**src/rtl/core/dnh_pkg.sv**
```systemverilog
package dnh_pkg;

   localparam int NUM_SEEDS   = 4;
   localparam int CHUNK_WORDS = 8;
   localparam int ROUNDS      = 24;

   localparam logic [31:0] ROUND2_ADD = 32'h5A82_7999;
   localparam logic [31:0] ROUND3_ADD = 32'h6ED9_EBA1;
   localparam logic [31:0] EOF_HASH   = 32'hFFFF_FFFE;
   localparam logic [31:0] EOF_SUBST  = 32'hFFFF_FFFC;

   typedef logic [NUM_SEEDS-1:0][31:0]   word4_type;
   typedef logic [CHUNK_WORDS-1:0][31:0] word8_type;

   localparam word4_type MD4_IV = {32'h1032_5476, 32'h98BA_DCFE, 32'hEFCD_AB89, 32'h6745_2301};

   // one chunk of work handed from the front to the back
   typedef struct packed {
      logic      zero;   // zero-length name: emit hash of start buffer, no transform
      logic      load;   // first chunk of a name: start from the start buffer
      logic      last;   // last chunk: emit hash after the fold
      word4_type start;
      word8_type words;
   } job_type;

   function automatic word4_type load_start(input word4_type seeds);
      logic any;
      any = 1'b0;
      for (int i = 0; i < NUM_SEEDS; i++) begin
         if (seeds[i] != 32'h0) any = 1'b1;
      end
      return any ? seeds : MD4_IV;
   endfunction

   function automatic logic [31:0] final_hash(input logic [31:0] h);
      logic [31:0] m;
      m = {h[31:1], 1'b0};
      return (m == EOF_HASH) ? EOF_SUBST : m;
   endfunction

   function automatic logic [31:0] rep_byte(input logic [7:0] r);
      return {r, r, r, r};
   endfunction

   function automatic logic [2:0] word_sel(input logic [4:0] k);
      logic [2:0] s;
      unique case (k)
         5'd0:  s = 3'd0;  5'd1:  s = 3'd1;  5'd2:  s = 3'd2;  5'd3:  s = 3'd3;
         5'd4:  s = 3'd4;  5'd5:  s = 3'd5;  5'd6:  s = 3'd6;  5'd7:  s = 3'd7;
         5'd8:  s = 3'd1;  5'd9:  s = 3'd3;  5'd10: s = 3'd5;  5'd11: s = 3'd7;
         5'd12: s = 3'd0;  5'd13: s = 3'd2;  5'd14: s = 3'd4;  5'd15: s = 3'd6;
         5'd16: s = 3'd3;  5'd17: s = 3'd7;  5'd18: s = 3'd2;  5'd19: s = 3'd6;
         5'd20: s = 3'd1;  5'd21: s = 3'd5;  5'd22: s = 3'd0;  5'd23: s = 3'd4;
         default: s = 3'd0;
      endcase
      return s;
   endfunction

   function automatic logic [4:0] rot_amt(input logic [4:0] k);
      logic [4:0] s;
      unique case (k)
         5'd0, 5'd4, 5'd8, 5'd12, 5'd16, 5'd20: s = 5'd3;
         5'd1, 5'd5:                            s = 5'd7;
         5'd2, 5'd6, 5'd18, 5'd22:              s = 5'd11;
         5'd3, 5'd7:                            s = 5'd19;
         5'd9, 5'd13:                           s = 5'd5;
         5'd10, 5'd14, 5'd17, 5'd21:            s = 5'd9;
         5'd11, 5'd15:                          s = 5'd13;
         5'd19, 5'd23:                          s = 5'd15;
         default:                               s = 5'd3;
      endcase
      return s;
   endfunction

endpackage

```
**src/rtl/core/dnh_fifo.sv**
```systemverilog
module dnh_fifo #(
   parameter int WIDTH = 32,
   parameter int DEPTH = 2
) (
   input  logic             clock,
   input  logic             reset,
   input  logic             wr_en,
   input  logic [WIDTH-1:0] wr_data,
   output logic             full,
   input  logic             rd_en,
   output logic [WIDTH-1:0] rd_data,
   output logic             empty
);
   localparam int PTR_W = (DEPTH > 1) ? $clog2(DEPTH) : 1;
   localparam int CNT_W = $clog2(DEPTH + 1);

   logic [WIDTH-1:0] mem_ff [DEPTH];
   logic [PTR_W-1:0] wr_ptr_ff, rd_ptr_ff;
   logic [CNT_W-1:0] count_ff;
   logic             do_wr, do_rd;

   assign full    = (count_ff == CNT_W'(DEPTH));
   assign empty   = (count_ff == '0);
   assign do_wr   = wr_en & ~full;
   assign do_rd   = rd_en & ~empty;
   assign rd_data = mem_ff[rd_ptr_ff];

   function automatic logic [PTR_W-1:0] bump(input logic [PTR_W-1:0] p);
      return (p == PTR_W'(DEPTH - 1)) ? '0 : p + 1'b1;
   endfunction

   always_ff @(posedge clock) begin
      if (reset) begin
         wr_ptr_ff <= '0;
         rd_ptr_ff <= '0;
         count_ff  <= '0;
      end else begin
         if (do_wr) wr_ptr_ff <= bump(wr_ptr_ff);
         if (do_rd) rd_ptr_ff <= bump(rd_ptr_ff);
         if (do_wr && !do_rd) count_ff <= count_ff + 1'b1;
         else if (do_rd && !do_wr) count_ff <= count_ff - 1'b1;
      end
   end

   always_ff @(posedge clock) begin
      if (do_wr) mem_ff[wr_ptr_ff] <= wr_data;
   end

endmodule

```
**src/rtl/core/dnh_front.sv**
```systemverilog
module dnh_front (
   input  logic               clock,
   input  logic               reset,
   input  logic               req_push,
   input  logic [7:0]         req_name_byte,
   input  logic [7:0]         req_name_length,
   output logic               req_full,
   input  dnh_pkg::word4_type seeds,
   output logic               job_wr,
   output dnh_pkg::job_type   job_data,
   input  logic               job_full
);
   import dnh_pkg::*;

   logic [7:0]  bytes_taken_ff, bytes_taken_in;
   logic [31:0] partial_ff, partial_in;
   word8_type   words_ff, words_in;
   word4_type   start_ff, start_in;

   logic        accept, zero_len, first, last, chunk_end;
   logic [4:0]  pos;
   logic [7:0]  chunk_base;
   logic [31:0] pad, base_partial, packed_word, sx;
   word8_type   base_words;

   assign req_full = job_full;
   assign accept   = req_push & ~job_full;
   assign zero_len = (req_name_length == 8'd0);
   assign first    = (bytes_taken_ff == 8'd0);
   assign pos      = bytes_taken_ff[4:0];
   assign chunk_base = {bytes_taken_ff[7:5], 5'd0};
   // pad always follows the current beat's length
   assign pad      = rep_byte(req_name_length - chunk_base);
   assign last     = ({1'b0, bytes_taken_ff} + 9'd1) >= {1'b0, req_name_length};
   assign chunk_end = last | (pos == 5'd31);
   assign sx       = {{24{req_name_byte[7]}}, req_name_byte};

   always_comb begin
      base_words   = (pos == 5'd0) ? {CHUNK_WORDS{pad}} : words_ff;
      base_partial = (pos == 5'd0) ? pad : partial_ff;
      packed_word  = sx + (base_partial << 8);
      words_in     = base_words;
      partial_in   = packed_word;
      if (pos[1:0] == 2'd3) begin
         words_in[pos[4:2]] = packed_word;
         partial_in         = pad;
      end else if (chunk_end) begin
         words_in[pos[4:2]] = packed_word;
      end
      start_in = (zero_len || first) ? load_start(seeds) : start_ff;
      bytes_taken_in = (zero_len || last) ? 8'd0 : bytes_taken_ff + 8'd1;
   end

   assign job_wr         = accept & (zero_len | chunk_end);
   assign job_data.zero  = zero_len;
   assign job_data.load  = (bytes_taken_ff[7:5] == 3'd0);
   assign job_data.last  = last;
   assign job_data.start = start_in;
   assign job_data.words = words_in;

   always_ff @(posedge clock) begin
      if (reset) begin
         bytes_taken_ff <= 8'd0;
      end else if (accept) begin
         bytes_taken_ff <= bytes_taken_in;
      end
   end

   always_ff @(posedge clock) begin
      if (accept) begin
         start_ff <= start_in;
         if (!zero_len) begin
            words_ff   <= words_in;
            partial_ff <= partial_in;
         end
      end
   end

endmodule

```
**src/rtl/core/dnh_back.sv**
```systemverilog
module dnh_back (
   input  logic             clock,
   input  logic             reset,
   input  dnh_pkg::job_type job_data,
   input  logic             job_empty,
   output logic             job_rd,
   output logic             out_wr,
   output logic [31:0]      out_data,
   input  logic             out_full
);
   import dnh_pkg::*;

   typedef enum logic [1:0] {IDLE, ROUND, FOLD} state_type;

   state_type   state_ff;
   logic [4:0]  round_ff;
   word4_type   v_ff;      // rotating: [0] is the word updated this round
   word4_type   mix_ff;
   word8_type   words_ff;
   logic        last_ff;

   logic [31:0] x, y, z, f, w, acc, new_word;
   logic [63:0] rot_wide;
   word4_type   base, sum;

   assign x = v_ff[1];
   assign y = v_ff[2];
   assign z = v_ff[3];
   assign w = words_ff[word_sel(round_ff)];

   always_comb begin
      priority if (round_ff < 5'd8)  f = z ^ (x & (y ^ z));
      else if (round_ff < 5'd16)     f = ((x & y) | (x & z) | (y & z)) + ROUND2_ADD;
      else                           f = (x ^ y ^ z) + ROUND3_ADD;
      acc      = v_ff[0] + f + w;
      rot_wide = {acc, acc} << rot_amt(round_ff);
      new_word = rot_wide[63:32];
      for (int i = 0; i < NUM_SEEDS; i++) sum[i] = mix_ff[i] + v_ff[i];
      base = job_data.load ? job_data.start : mix_ff;
   end

   always_comb begin
      job_rd   = 1'b0;
      out_wr   = 1'b0;
      out_data = final_hash(sum[1]);
      unique case (state_ff)
         IDLE: begin
            if (!job_empty) begin
               if (job_data.zero) begin
                  job_rd   = ~out_full;
                  out_wr   = ~out_full;
                  out_data = final_hash(job_data.start[1]);
               end else begin
                  job_rd = 1'b1;
               end
            end
         end
         ROUND: ;
         FOLD: out_wr = last_ff & ~out_full;
         default: ;
      endcase
   end

   always_ff @(posedge clock) begin
      if (reset) begin
         state_ff <= IDLE;
         round_ff <= 5'd0;
      end else begin
         unique case (state_ff)
            IDLE: begin
               if (job_rd && !job_data.zero) begin
                  mix_ff   <= base;
                  v_ff     <= base;
                  words_ff <= job_data.words;
                  last_ff  <= job_data.last;
                  round_ff <= 5'd0;
                  state_ff <= ROUND;
               end
            end
            ROUND: begin
               v_ff <= {v_ff[2], v_ff[1], new_word, v_ff[3]};
               round_ff <= round_ff + 5'd1;
               if (round_ff == 5'(ROUNDS - 1)) state_ff <= FOLD;
            end
            FOLD: begin
               if (!last_ff || !out_full) begin
                  mix_ff   <= sum;
                  state_ff <= IDLE;
               end
            end
            default: state_ff <= IDLE;
         endcase
      end
   end

endmodule

```
**src/rtl/core/dir_name_half_md4_hash_unit.sv**
```systemverilog
// Half-MD4 directory name hash, signed-byte variant. One name byte per beat.
// Front takes a byte every cycle unless the chunk queue is full; each 32-byte
// chunk (or shorter last chunk) passes the back end as a load, 24 rounds and
// a fold/emit. A zero-length beat yields its hash with no rounds.
// Synchronous active-high reset clears queues, control state and seeds.
module dir_name_half_md4_hash_unit #(
   parameter int JOB_DEPTH = 2,   // chunk queue between front and back, >= 2
   parameter int RSP_DEPTH = 2    // result queue, >= 2
) (
   input  logic        clock,
   input  logic        reset,
   // input beats
   input  logic        push,
   output logic        full,
   input  logic [7:0]  req_name_byte,
   input  logic [7:0]  req_name_length,
   // result beats
   output logic        empty,
   input  logic        pop,
   output logic [31:0] rsp_name_hash,
   // seed registers
   input  logic        csr_write_enable,
   input  logic [1:0]  csr_index,
   input  logic [31:0] csr_write_data
);
   import dnh_pkg::*;

   // seeds are sampled by the front when a name starts, so writes
   // during a name do not disturb it
   word4_type   seed_ff;

   job_type     front_job, back_job;
   logic        job_wr, job_full, job_rd, job_empty;
   logic        out_wr, out_full;
   logic [31:0] out_data;

   always_ff @(posedge clock) begin
      if (reset) begin
         seed_ff <= '0;
      end else if (csr_write_enable) begin
         seed_ff[csr_index] <= csr_write_data;
      end
   end

   // front: packs bytes into chunk words, builds pad, cuts chunks
   dnh_front u_front (
      .clock           (clock),
      .reset           (reset),
      .req_push        (push),
      .req_name_byte   (req_name_byte),
      .req_name_length (req_name_length),
      .req_full        (full),
      .seeds           (seed_ff),
      .job_wr          (job_wr),
      .job_data        (front_job),
      .job_full        (job_full)
   );

   // chunk queue: front keeps filling the next chunk while back mixes
   dnh_fifo #(
      .WIDTH ($bits(job_type)),
      .DEPTH (JOB_DEPTH)
   ) u_job_q (
      .clock   (clock),
      .reset   (reset),
      .wr_en   (job_wr),
      .wr_data (front_job),
      .full    (job_full),
      .rd_en   (job_rd),
      .rd_data (back_job),
      .empty   (job_empty)
   );

   // back: one half-MD4 round per cycle, fold into mix buffer, emit hash
   dnh_back u_back (
      .clock     (clock),
      .reset     (reset),
      .job_data  (back_job),
      .job_empty (job_empty),
      .job_rd    (job_rd),
      .out_wr    (out_wr),
      .out_data  (out_data),
      .out_full  (out_full)
   );

   // result queue decouples the consumer from the back end
   dnh_fifo #(
      .WIDTH (32),
      .DEPTH (RSP_DEPTH)
   ) u_rsp_q (
      .clock   (clock),
      .reset   (reset),
      .wr_en   (out_wr),
      .wr_data (out_data),
      .full    (out_full),
      .rd_en   (pop),
      .rd_data (rsp_name_hash),
      .empty   (empty)
   );

endmodule
```
**config.mk**
```make
export PLATFORM = sky130hd
export DESIGN_NAME = dir_name_half_md4_hash_unit
export DESIGN_NICKNAME = d
export VERILOG_FILES = /design/src/rtl/core/dnh_pkg.sv /design/src/rtl/core/dnh_fifo.sv /design/src/rtl/core/dnh_front.sv /design/src/rtl/core/dnh_back.sv /design/src/rtl/core/dir_name_half_md4_hash_unit.sv
export SDC_FILE = /design/constraint.sdc
export NUM_CORES = 2
export LEC_CHECK = 0
export BUFFER_PORTS_ARGS = -buffer_cell sky130_fd_sc_hd__buf_2
export CAP_MARGIN = 20
export CORE_ASPECT_RATIO = 2
export CORE_UTILIZATION = 55
export DETAILED_ROUTE_END_ITERATION = 6
export HOLD_SLACK_MARGIN = 0.08
export PLACE_DENSITY_LB_ADDON = 0.08
export SLEW_MARGIN = 20
export SYNTH_ARGS = -nofsm -noshare
export SYNTH_HDL_FRONTEND = slang
export SYNTH_HIERARCHICAL = 1
export SYNTH_SLANG_ARGS = --single-unit
export TNS_END_PERCENT = 100
```
**constraint.sdc**
```tcl
create_clock -name clock -period 17.5 [get_ports clock]
set_input_delay 3.5 -clock clock [delete_from_list [all_inputs] [get_ports clock]]
set_output_delay 3.5 -clock clock [all_outputs]
set_load 0.02 [all_outputs]
```
# Word level (Yosys, flattened, before mapping)
# Memory sizes are Yosys's and may differ from the RTL's. A register that Yosys moved wholly into a read port is not among the register bits.
# Cells that the tools add are included.
# W data, S select, Z words.
word_totals:
  mem_bits_ro: 224
  ramBits: 838
  memories: 4
  register_bits: 1072
mem_list:
  columns: ["name", "depth", "width", "rd", "rd_ports_with_merged_regs", "wr", "line_no", "source"]
  rows:
  - ["u_job_q.mem_ff", 2, 387, 1, 1, 1, "dnh_fifo.sv:17", "logic [WIDTH-1:0] mem_ff [DEPTH];"]
  - ["(name not given)", 32, 4, 1, 1, 0, "dnh_pkg.sv:61", "unique case (k)"]
  - ["(name not given)", 32, 3, 1, 1, 0, "dnh_pkg.sv:47", "unique case (k)"]
  - ["u_rsp_q.mem_ff", 2, 32, 1, 1, 1, "dnh_fifo.sv:17", null]
op_classes:
  add_sub_neg: 21
  muxes: 64
  n_eq_ne: 12
  n_bitwise: 25
  shift: 1
  magnitude_cmp: 8
  reduce_logical: 38
ops:
  columns: ["cell", "count"]
  rows:
  - ["$mux W256", 3]
  - ["$mux W128", 5]
  - ["$pmux W128 S2", 2]
  - ["$mux W32", 10]
  - ["$bwmux W256", 1]
  - ["$add A32 B32 Y32", 7]
  - ["$and A32 B32 Y32", 4]
  - ["$bwmux W128", 1]
  - ["$reduce_bool A32 Y1", 4]
  - ["$xor A32 B32 Y32", 4]
  - ["$bmux W32 S3", 1]
  - ["$demux W32 S3", 1]
  - ["$add A32 B31 Y32 const B", 2]
  - ["$demux W32 S2", 1]
  - ["$or A32 B32 Y32", 2]
  - ["$shl A64 B5 Y64", 1]
  - ["$eq A31 B31 Y1 const B", 2]
  - ["$mux W24", 2]
  - ["$mux W5", 5]
  - ["$mux W1", 21]
  - ["$logic_not A8 Y1", 2]
  - ["$mux W2", 7]
  - ["$eq A5 B5 Y1 const B", 2]
  - ["$pmux W5 S2", 1]
  - ["other kinds (33)", 78]

# Logic depth before layout (Yosys ltp)
logic_depth:
  word_depth: 10
  mapped_depth: 29
  ltp_nobuf: 28

# Modules after synthesis
# The synthesis kept the hierarchy.
by_module_without_submodules:
  columns: ["mod", "area_each_um2", "instances", "cells_per_inst", "seq_area_each_um2"]
  rows:
  - ["dnh_back", 35367.7, 1, 3309, 15685.0]
  - ["dnh_fifo at u_job_q", 29552.1, 1, 1229, 23342.4]
  - ["dnh_front", 20533.4, 1, 1731, 12411.9]
  - ["dir_name_half_md4_hash_unit", 5067.4, 1, 453, 2562.5]
  - ["dnh_fifo at u_rsp_q", 2526.2, 1, 125, 2021.9]

# Worst setup path after synthesis
# OpenSTA, ideal clock, no wires.
synth_path:
  kind: "input-to-reg"
  startpoint: "input push"
  endpoint: "register u_front.bytes_taken_ff[6]"
  arrival_time_ns: 16.721
  required_time_ns: 17.382
  slack_ns: 0.661
  path_stages: 7
  n_path_buf: 2
  cell_sequence: "nand2b_1 > clkbuf_1 > nor2_1 > and2_1 > buf_2 > a21oi_1 > a311oi_1"
synth_between:
  elab_chain_cells: 1
synth_lines:
  columns: ["item", "line_no", "source"]
  rows:
  - ["start, declared", "dir_name_half_md4_hash_unit.sv:13", "input logic push,"]
  - ["$and A1 B1 Y1", "dnh_front.sv:27", "assign accept = req_push & ~job_full;"]
  - ["end signal, assigned", "dnh_front.sv:65", "bytes_taken_ff <= bytes_taken_in;"]
  - ["end, declared", "dnh_front.sv:15", "logic [7:0] bytes_taken_ff, bytes_taken_in;"]
# Every way passes these cells.
# A chain may end at the register's enable or synchronous reset.

# Worst setup path in the final report
layout_path:
  startpoint: "input req_name_length[6]"
  endpoint: "memory u_job_q/mem_ff[0][95] (netlist name), enable pin"
layout_between:
  elab_chain_cells: 7
  word_cells_on_any_way: 8
layout_lines:
  columns: ["item", "line_no", "source"]
  rows:
  - ["start, declared", "dir_name_half_md4_hash_unit.sv:16", "input logic [7:0] req_name_length,"]
  - ["$ge A9 B8 Y1", "dnh_front.sv:34", "assign last = ({1'b0, bytes_taken_ff} + 9'd1) >= {1'b0, req_name_length};"]
  - ["$or A1 B1 Y1", "dnh_front.sv:35", "assign chunk_end = last | (pos == 5'd31);"]
  - ["$or A1 B1 Y1 *", "dnh_front.sv:54", "assign job_wr = accept & (zero_len | chunk_end);"]
  - ["$and A1 B1 Y1 *", "dnh_front.sv:54", null]
  - ["named net job_wr", "dir_name_half_md4_hash_unit.sv:33", "logic job_wr, job_full, job_rd, job_empty;"]
  - ["$and A1 B1 Y1 *", "dnh_fifo.sv:24", "assign do_wr = wr_en & ~full;"]
  - ["$mux W1 *", "dnh_fifo.sv:46", "if (do_wr) mem_ff[wr_ptr_ff] <= wr_data;"]
  - ["$mux W1 (implied by the code) *", "dnh_fifo.sv:46", null]
  - ["end, declared", "dnh_fifo.sv:17", null]
# Mark *: on every way through the listed nets, which the timed path passes. The rest lies on a longest branch.

==> run_results.csv <==
group,metric,value,unit
outcome,outcome,"finished, final reports clean",
floorplan,dieArea,0.1709,sq mm
clocking,postCtsHoldBufs,0,
timing,finClkSkew,0.07304,ns
min_path,hold_end,"u_rsp_q/wr_ptr_ff$_SDFFE_PP0P_",
drt,drc,0,
yosys,yosys.area_share.simple,6.762,%
worst_setup_path,r2r-end,"u_back/x[30]$_DFFE_PP_",
yosys,syn_inst,6847,
cells_and_area,finalNetCount,7147,
yosys,synth_top_family_by_area,"multiplexers",
floorplan,initial_core_util,55.33,%
worst_setup_path,startpoint_type,"input port",
clocking,cts_buffers,174,
drt,viasPerCell,6.176,
placed_design,gp_congestion,0.9531,
min_path,min_from,"u_rsp_q/wr_ptr_ff$_SDFFE_PP0P_",
yosys,synth_xor_area_share,2.057,%
drt,wl_per_cell,29.18,microns
drt,ant_nets,0,
cells_and_area,area_growth,8.241,%
clocking,htreeDepth,4,
timing,hold_violations,0,
timing,slew-limit-headroom,23.75,%
floorplan,die_y,583.7,microns
clocking,postCtsSetupBuffers,0,
timing,setup_viol,0,
cells_and_area,drive_gt1_share,15.94,%
floorplan,rows,213,
yosys,synth_compound_area_share,11.01,%
drt,drtIter0Drc,4085,
placed_design,hpwl,186400,microns
cells_and_area,fillerInstances,13270,
yosys,ys.flop_type,"edfxtp_1",
timing,rsz0062_at_grt,"no",
power,power_density,98.80,mW/mm^2
yosys,syn_area_per_cell,13.59,sq um
worst_setup_path,reg2reg_from,"u_back/x[1]$_DFFE_PP_",
clocking,post_cts_resized,0,
yosys,yosysSeqAreaShare,60.21,%
clocking,clockRootBuffer,"clkbuf_16",
yosys,synthAdderAreaFrac,4.115,%
clocking,clk_pin_slew,0.07,ns
floorplan,die_w,292.8,microns
global_route,antenna_found_initial,1,
drt,via_count,56900,
timing,min_period,8.114,ns
yosys,synth-edff-count,1759,
cells_and_area,postLayoutCoreUtil,59.89,%
timing,max_freq,0.1232,GHz
placed_design,dp.cells,8908,
clocking,cts_tree,"done",
floorplan,ioPinCount,89,
worst_setup_path,critical_path_class,"in2reg",
cells_and_area,finalNonFillerCells,9214,
timing,setup_ws,9.386,ns
yosys,synth-warning-count,6,
yosys,ys_seq_elements,1919,
power,p_leak,36.28,nW
clocking,clockBufferDepth,4,
yosys,ys_types,104,
worst_setup_path,arrival,8.53,ns
power,vdd_drop_max,0.1230,mV
clocking,clock_latency,0.84,ns
timing,timing.final.max_slew_violations,0,
drt,firstDrtPassIters,6,
global_route,first_global_vias,57790,
yosys,synth.cell_area,0.09305,sq mm
global_route,grt_pass1_wl,388100,microns
clocking,cts.sinks,1919,
worst_setup_path,reg2reg_depth,27,
min_path,hold_depth,2,
yosys,muxShareOfSynthArea,12.82,%
timing,setup-tns-final,0,ns
worst_setup_path,end_kind,"flop",
run,maxCapViolCount,0,
global_route,grt-ovfl-total,0,
timing,finalCritPeriodShare,46.37,%
floorplan,core,0.1682,sq mm
cells_and_area,final_area,0.1007,sq mm
global_route,track_usage,31.29,%
drt,finalWirelength,268900,microns
yosys,synth.net_count,7166,
yosys,async_flop_share,0,%
global_route,grt_max_degree,168,
min_path,min_path_type,"reg2reg",
worst_setup_path,cp_data_required_time,17.92,ns
timing,worstMarginPinSlew,1.144,ns
placed_design,numPortBuffers,88,
worst_setup_path,crit_fanout,98,
worst_setup_path,rrSetupSlack,9.81,ns
placed_design,dp_slack,8.531,ns
placed_design,placed_area,0.09537,sq mm
==> layer usage <==
layer | part of all wire [%] | track usage, % | vias up | wire length (microns)
li1 | - | - | 25920 | -
met2 | 52 | 56.19 | 1634 | 140000
met4 | 11 | 28.56 | 0 | 29170
met3 | 4.0 | 3.404 | 671 | 10670
met1 | 33 | 31.69 | 28680 | 88990
met5 | 0 | 0 | - | 0
==> layout by cell type, fill, tap and decap left out, types with 51 or more instances in the layout <==
cell type	netlist	layout
a211oi_1	308	308
xor2_1	84	82
fa_1	70	70
buf_2	69	87
nor3_1	62	61
a21o_1	98	98
a21oi_1	693	693
nor2_1	446	441
clkbuf_16	0	175
nand2_1	263	262
mux2_4	331	331
inv_1	208	206
xnor2_1	129	126
ha_1	194	194
mux2i_1	323	316
mux2_2	183	182
nand2b_1	201	200
mux4_2	73	73
o21ai_0	178	178
edfxtp_1	1759	1759
o21ai_1	57	56
dfxtp_1	160	154
buf_4	17	86
nor4_1	52	51
==> cells by family (layout without fill, tap and decap cells) <==
kind of cell | Yosys count | in the layout
AOI/OAI and AO/OA | 1648 | 1648
xor gates and xnor gates | 216 | 216
adders and majority gates | 264 | 264
buffers and inverters | 601 | 710
DFF | 1919 | 1919
muxes | 912 | 912
other | 1 | 2
and+or+nand+nor | 1286 | 1286
==> cell usage after synthesis, types with 27 or more instances <==
| library cell | n | area, sq um |
|---|---|---|
| buf_6 | 27 | 304.0 |
| nor3_1 | 62 | 310.3 |
| ha_1 | 194 | 2427 |
| mux2i_1 | 323 | 3233 |
| mux2_2 | 183 | 2061 |
| dfxtp_1 | 160 | 3203 |
| mux4_2 | 73 | 1644 |
| o21ai_0 | 178 | 890.9 |
| clkbuf_1 | 214 | 803.3 |
| nand3_1 | 48 | 240.2 |
| edfxtp_1 | 1759 | 52820 |
| o21ai_1 | 57 | 285.3 |
| a31oi_1 | 31 | 193.9 |
| and3_1 | 28 | 175.2 |
| o21a_1 | 31 | 232.7 |
| o211ai_1 | 30 | 225.2 |
| nand2_1 | 263 | 987.2 |
| nand4_1 | 35 | 219.0 |
| a21o_1 | 98 | 735.7 |
| a211oi_1 | 308 | 2312 |
| buf_1 | 31 | 116.4 |
| nor4_1 | 52 | 325.3 |
| nor2b_1 | 40 | 250.2 |
| xor2_1 | 84 | 735.7 |
| buf_2 | 69 | 345.3 |
| nand2b_1 | 201 | 1257 |
| a21oi_1 | 693 | 3468 |
| inv_1 | 208 | 780.8 |
| fa_1 | 70 | 1401 |
| mux2_4 | 331 | 4970 |
| xnor2_1 | 129 | 1130 |
| nor2_1 | 446 | 1674 |
==> power breakdown <==
part           internal, mW  switching (mW)
clock                  2.03            1.69
combinational         0.295           0.667
sequential             5.21          0.0575
total                  7.53            2.42
==> worst max-delay path: stages <==
cell and delay (ns):
buf_2 0.08, inv_1 0.08, ha_1 0.31, and3_1 0.21
nand3_1 0.12, o21ai_0 0.18, a31oi_1 0.14, a21oi_1 0.20
inv_1 0.10, or3_1 0.46, inv_8 0.55, buf_4 0.68
buf_4 0.88, buf_4 0.82
==> through the flow <==
stage,hold WS (ns),total power [mW]
finish,0.4850,9.950
CTS,0.4888,10.02
global route,0.5165,10.24
detailed placement,0.4786,6.323
global placement,0.4654,6.295
floorplan,0.4516,5.988
==> layout make-up <==
class                           count  area, sq um  share of cell area [%]
Clock inverter                     86        745.7                  0.7404
Clock buffer                      218         4571                   4.538
Multi-Input combinational cell   4327        34420                   34.17
Timing Repair Buffer              182         1261                   1.252
Sequential cell                  1919        56040                   55.64
Tap cell                         2257         2824                   2.804
Antenna cell                        1        2.502                0.002485
Inverter                          224        853.3                  0.8473
==> state kept, by name, summed over array words and instances (netlist names), 8 cells and up, named ones only <==
register                flops
u_back/z                   32
u_back/x                   32
u_back/v_ff                32
u_job_q/mem_ff            774
u_rsp_q/mem_ff             64
u_front/words_ff          256
seed_ff                   128
u_front/partial_ff         24
u_back/words_ff           256
u_back/mix_ff             128
u_front/start_ff          128
u_back/y                   32
u_front/bytes_taken_ff      8
==> worst max-delay path by stage <==
stage                        from  cells past startpoint                                endpoint
4_1_cts        req_name_length[6]                     14         u_job_q/mem_ff[0][95]$_DFFE_PP_
6_report       req_name_length[6]                     14         u_job_q/mem_ff[0][95]$_DFFE_PP_
2_1_floorplan                push                      7  u_front/bytes_taken_ff[6]$_SDFFE_PP0P_
5_1_grt        req_name_length[6]                     14         u_job_q/mem_ff[0][95]$_DFFE_PP_
3_3_place_gp   req_name_length[6]                     14        u_job_q/mem_ff[0][106]$_DFFE_PP_
3_5_place_dp   req_name_length[6]                     14        u_job_q/mem_ff[0][361]$_DFFE_PP_
Note: power is estimated with default switching activity, not from simulation.
